**src/rtl/vtd_pkg.sv**
```systemverilog
`timescale 1ns / 1ps
// ----------------------------------------------------------------------------
// vtd_pkg: shared types and constants of the vertex tuple dedup table
// Field widths, hash constants, controller states and the command/status
// bundles between controller and datapath.
// ----------------------------------------------------------------------------
package vtd_pkg;

  // fixed field widths
  localparam int VNUM_W       = 10;
  localparam int LEN_W        = 3;
  localparam int TUPLE_FIELDS = 4;

  // polynomial hash, wraps at 64 bits
  localparam int              HASH_W     = 64;
  localparam logic [HASH_W-1:0] HASH_PRIME = 64'd13931;

  localparam logic [LEN_W-1:0] LEN_RESET = 3'd3;

  // parameter defaults
  localparam int DEF_CAPACITY   = 1024;
  localparam int DEF_INDEX_BITS = 24;
  localparam int DEF_MAX_TUPLE  = 4;

  typedef enum logic [2:0] {
    ST_CLEAR,
    ST_IDLE,
    ST_HASH,
    ST_MOD,
    ST_SEED,
    ST_READ,
    ST_CHECK
  } state_e;

  typedef enum logic [1:0] {
    RES_HIT,
    RES_NEW,
    RES_OVF
  } res_e;

  typedef struct packed {
    logic clear;      // zero one table entry
    logic accept;     // capture a new request
    logic hash_step;  // fold one component into the hash
    logic mod_step;   // one step of the bucket remainder
    logic seed;       // load the home bucket
    logic rd_en;      // read the table at the probe slot
    logic advance;    // step to the next slot
    logic insert;     // write the new tuple at the probe slot
    logic out_load;   // load the output register
    res_e res;        // kind of result to load
  } cmd_t;

  typedef struct packed {
    logic clear_last;
    logic hash_last;
    logic mod_last;
    logic need_mod;
    logic empty;
    logic match;
    logic full;
    logic probe_last;
    logic out_free;
  } sts_t;

endpackage

```
**src/rtl/vtd_ctrl.sv**
```systemverilog
`timescale 1ns / 1ps
// ----------------------------------------------------------------------------
// vtd_ctrl: sequencing controller
// Clears the table after reset, then per request runs the hash, locates
// the home bucket and walks the probe sequence until a hit, a free slot or
// every slot of the table has been probed.
// ----------------------------------------------------------------------------
module vtd_ctrl
  import vtd_pkg::*;
(
  input  logic clk_i,
  input  logic rst_ni,
  input  logic in_valid_i,
  output logic in_stall_o,
  input  sts_t sts_i,
  output cmd_t cmd_o
);

  state_e state_q, state_d;

  // state register
  always_ff @(posedge clk_i or negedge rst_ni) begin
    if (!rst_ni) begin
      state_q <= ST_CLEAR;
    end else begin
      state_q <= state_d;
    end
  end

  // next state and commands
  always_comb begin
    state_d    = state_q;
    cmd_o      = '0;
    in_stall_o = 1'b1;
    unique case (state_q)
      ST_CLEAR: begin
        cmd_o.clear = 1'b1;
        if (sts_i.clear_last) state_d = ST_IDLE;
      end
      ST_IDLE: begin
        in_stall_o = 1'b0;
        if (in_valid_i) begin
          cmd_o.accept = 1'b1;
          state_d      = ST_HASH;
        end
      end
      ST_HASH: begin
        cmd_o.hash_step = 1'b1;
        if (sts_i.hash_last) state_d = sts_i.need_mod ? ST_MOD : ST_SEED;
      end
      ST_MOD: begin
        cmd_o.mod_step = 1'b1;
        if (sts_i.mod_last) state_d = ST_SEED;
      end
      ST_SEED: begin
        cmd_o.seed = 1'b1;
        state_d    = ST_READ;
      end
      ST_READ: begin
        cmd_o.rd_en = 1'b1;
        state_d     = ST_CHECK;
      end
      ST_CHECK: begin
        // once a result is ready, hold here until the output register can take it
        priority if (sts_i.empty) begin
          cmd_o.res = sts_i.full ? RES_OVF : RES_NEW;
          if (sts_i.out_free) begin
            cmd_o.out_load = 1'b1;
            cmd_o.insert   = !sts_i.full;
            state_d        = ST_IDLE;
          end
        end else if (sts_i.match) begin
          cmd_o.res = RES_HIT;
          if (sts_i.out_free) begin
            cmd_o.out_load = 1'b1;
            state_d        = ST_IDLE;
          end
        end else if (sts_i.probe_last) begin
          cmd_o.res = RES_OVF;
          if (sts_i.out_free) begin
            cmd_o.out_load = 1'b1;
            state_d        = ST_IDLE;
          end
        end else begin
          cmd_o.advance = 1'b1;
          state_d       = ST_READ;
        end
      end
      default: state_d = ST_CLEAR;
    endcase
  end

endmodule

```
**config.mk**
```make
export PLATFORM = sky130hd
export DESIGN_NAME = vtd_ctrl
export DESIGN_NICKNAME = d
export VERILOG_FILES = /design/src/rtl/vtd_pkg.sv /design/src/rtl/vtd_ctrl.sv
export SDC_FILE = /design/constraint.sdc
export NUM_CORES = 1
export LEC_CHECK = 0
export BUFFER_PORTS_ARGS = -buffer_cell sky130_fd_sc_hd__clkbuf_2
export CAP_MARGIN = 20
export CORE_AREA = 4 4 41 43
export DETAILED_ROUTE_END_ITERATION = 7
export DIE_AREA = 0 0 45 47
export PLACE_DENSITY = 0.55
export SLEW_MARGIN = 20
export SYNTH_ARGS = -nofsm -noshare
export SYNTH_HDL_FRONTEND = slang
export SYNTH_SLANG_ARGS = --single-unit
```
**constraint.sdc**
```tcl
create_clock -name clk_i -period 1.3 [get_ports clk_i]
set_input_delay 0.26 -clock clk_i [delete_from_list [all_inputs] [get_ports clk_i]]
set_output_delay 0.26 -clock clk_i [all_outputs]
set_load 0.005 [all_outputs]
```
==> reports/results.md <==
| Stage | Metric | This run |
|---|---|---|
| status | Run status | complete, but fails checks |
| status | Failing checks | setup timing |
| setup path | Start-to-end type of the worst setup path | reg -> out |
| grt | Initial antenna violation count | 0 |
| grt | Global router's overall resource usage | 13.4% |
| yosys | Predominant post-synthesis flop cell | dfrtp_1 |
| power and ir drop | IR Drop Worst-Case VDD | 794 uV |
| sta | Setup Viol. Count Final | 13 |
| sta | Worst Max-Slew Pin Slew | 0.225 ns |
| yosys | Leading cell types by total area after synthesis | dfrtp_1 (19%), nor2_1 (7.8%), buf_6 (5.8%), nor3_1 (5.2%), nor3_4 (4.2%) |
| cts | Clock transition at the register clock pins on the worst setup and hold paths after CTS | 0.04 ns |
| layout | Largest registers | state_q x3 |
| layout | Number of nets in the layout | 105 |
| detailed routing | Met3 WL | 150 um |
| power and ir drop | Power density over cell area | 2280 nW/um^2 |
| layout | Layout filler cell count | 123 |
| yosys | Number of flops mapped to enable cells by yosys | 0 |
| detailed routing | Wire length reported by the detailed router | 1300 um |
| worst hold path | Min-delay worst type | in -> async |
| grt | Vias in the first global route | 528 |
| yosys | Library cell with the largest summed area after synthesis | dfrtp_1 |
| detailed routing | Total via count in the routed design | 536 |
| detailed routing | Detailed router's first-iteration violation count | 9 |
| yosys | Post-synthesis average cell area | 7.58 um^2 |
| cts | CTS Root Buffer Type | clkbuf_4 |
| yosys | Synth cell types | 30 |
| cts | Total clock buffers created by CTS | 3 |
| sta | Post-route worst setup slack | -0.202 ns |
| sta | Count of endpoints failing hold in the final timing report | 0 |
| sta | Final cycle utilization of the critical path | 116% |
| setup path | Capturing element type of the critical path | output pin |
| yosys | Portion of the post-synthesis area used by sequential elements | 19.4% |
| cts | Total clock sinks | 3 |
| grt | Maximum number of pins on one net before global-route repair | 10 |
| yosys | Share of Yosys cell area claimed by the top area cell type | 19.4% |
| cts | Clock tree buffer depth | 2 |
| power and ir drop | Power, Total | 1.69 mW |
| yosys | Post-synthesis cell area | 387 um^2 |
| sta | Slew Limit Headroom | 85.0% |
| die | Die Height | 47 um |
| setup path | CP Data Arrival Time | 1.24 ns |
| layout | Share of cells above drive strength 1 | 65.2% |
| die | Chip width | 45 um |
| setup path | Largest driver fanout on the critical path | 7 |
| yosys | Number of instances in the synthesized netlist | 51 |
| placed design | Placer congestion estimate | 0.724 |
| sta | Final worst clock skew | 0.00158 ns |
| detailed routing | Wire length on met2 | 609 um |
| yosys | Library cell with the highest instance count after synthesis | nor2_1 |
| yosys | Register bit count reported by yosys | 3 |
| yosys | Post-Syn Nets | 63 |
| detailed routing | Metal-1 WL | 535 um |
| die | Row count | 13 |
| die | Starting density of the core | 29.7% |
| cts | Later-pin clock latency in the skew report | 0.23 ns |
| layout | Largest register FFs | 3 |
| sta | Number of pins exceeding their max-slew limit in the final report | 0 |
| detailed routing | Top Layer Used | met3 |
| yosys | Async set or reset register ratio after synthesis | 100% |
| cts | CTS HTree Levels | 1 |
| cts | CTS tree | done |
| placed design | Post-place setup slack | -0.0212 ns |
| detailed routing | Count of nets left with antenna violations after detail routing | 0 |
| layout | Top reg by flops | state_q |
| die | Die Outline Area | 2120 um^2 |
| die | Top-level I/O count | 24 |
| die | Core Box Area | 1300 um^2 |
| sta | Post-layout min period | 1.50 ns |
| setup path | Type of origin of the critical path | flop |
| grt | Total global routing overflow | 0 |
| layout | # diodes | 0 |
| sta | Achievable Freq | 666 MHz |
| run | Max-cap viol count | 0 |
| layout | Utilization after layout | 57.0% |
| yosys | Top post-synthesis cells by count | nor2_1 (8), nor3_1 (4), a21oi_1 (3), dfrtp_1 (3), nand2_1 (3) |
| detailed routing | Residual DRC | 0 |
| placed design | Total of buffers placed on input and output ports | 23 |
| layout | Synth-to-layout area growth | 91.9% |
| setup path | Worst EP required | 1.04 ns |
| detailed routing | Pre-antenna DRT Iters | 4 |
| detailed routing | Avg WL per Cell | 12.1 um |
| layout | Area occupied by multi-input gates | 332 um^2 |
| layout | Sequential cell area | 77.6 um^2 |
| grt | First-pass GRT wire length | 2090 um |
| sta | Aggregate negative setup slack | -1.40 ns |
| yosys | Yosys warning total | 0 |
| placed design | Final HPWL from detailed placement | 909 um |
| power and ir drop | P_leak | 0.370 nW |
| detailed routing | Via density per instance | 5.01 |
| sta | Setup repair after global routing missed its margin | yes |
==> worst paths after layout <==
check / startpoint / endpoint / slack (ns) / cells after the start
setup / recovery: state_q[1] / cmd_o[9] / -0.20 / 3
hold / removal: rst_ni / state_q[2] / 0.36 / 2
min in group clk_i: sts_i[6] / state_q[2] / 0.40 / 3
setup reg to reg: state_q[1] / state_q[0] / -0.09 / 5
max in group asynchronous: rst_ni / state_q[1] / 0.81 / 2
hold reg to reg: state_q[1] / state_q[1] / 0.73 / 2
==> critical path, cell delays in order, from the launching register on <==
cell and delay [ns]:
dfrtp_2 0.44, or3_4 0.38, nor2_2 0.08, clkbuf_2 0.11
==> through the flow <==
stage / instances / hold slack (ns) / area (um^2)
after global placement: 92 / 0.0600 / 538
after detailed placement: 92 / 0.0594 / 538
after global routing: 107 / 0.365 / 742
after CTS: 104 / 0.356 / 658
after floorplan: 51 / -0.0356 / 387
final: 107 / 0.362 / 742
==> per-layer routing <==
| layer | vias up | track usage (%) |
|---|---|---|
| met2 | 31 | 22.6 |
| li1 | 265 | - |
| met5 | - | 0 |
| met1 | 240 | 14.4 |
| met3 | 0 | 7.28 |
| met4 | 0 | 4.68 |
==> area by class of cell <==
type                            count  share of cell area [%]
Multi-Input combinational cell     40                    44.7
Sequential cell                     3                    10.5
Timing Repair Buffer               41                    36.1
Inverter                            4                    2.70
Clock buffer                        4                    3.54
Tap cell                           15                    2.53
==> what timing repair did <==
| action | 4_1_cts | 5_1_grt |
|---|---|---|
| hold buffers | 1 | 0 |
| hold endpoints to repair | 3 | 0 |
| pin swaps | 3 | 9 |
| gates resized for setup | 7 | 19 |
| setup endpoints to repair | 13 | 15 |
| buffers inserted | 7 | 3 |
==> report_power, final <==
part / total, mW / switching, mW / internal, mW
clock network: 0.164 / 0.0486 / 0.115
registers: 0.214 / 0.0640 / 0.150
logic: 1.32 / 0.593 / 0.723
==> kinds of logic after synthesis <==
family	after synthesis	synth area share (%)
AOI/OAI and AO/OA	12	22.7
buffers and inverters	8	13.9
DFF	3	19.4
muxes	2	6.47
and+or+nand+nor	26	37.5
==> layout by cell type (no fill, tap or decap), types with 3 or more instances in the layout <==
cell / netlist / final
clkbuf_4: 0 / 3
buf_4: 1 / 14
clkbuf_2: 0 / 17
buf_2: 1 / 6
nand2_1: 3 / 3
nor3_4: 1 / 3
nor2_1: 8 / 6
nor2_2: 1 / 3
Note: power is estimated with default switching activity, not from simulation.
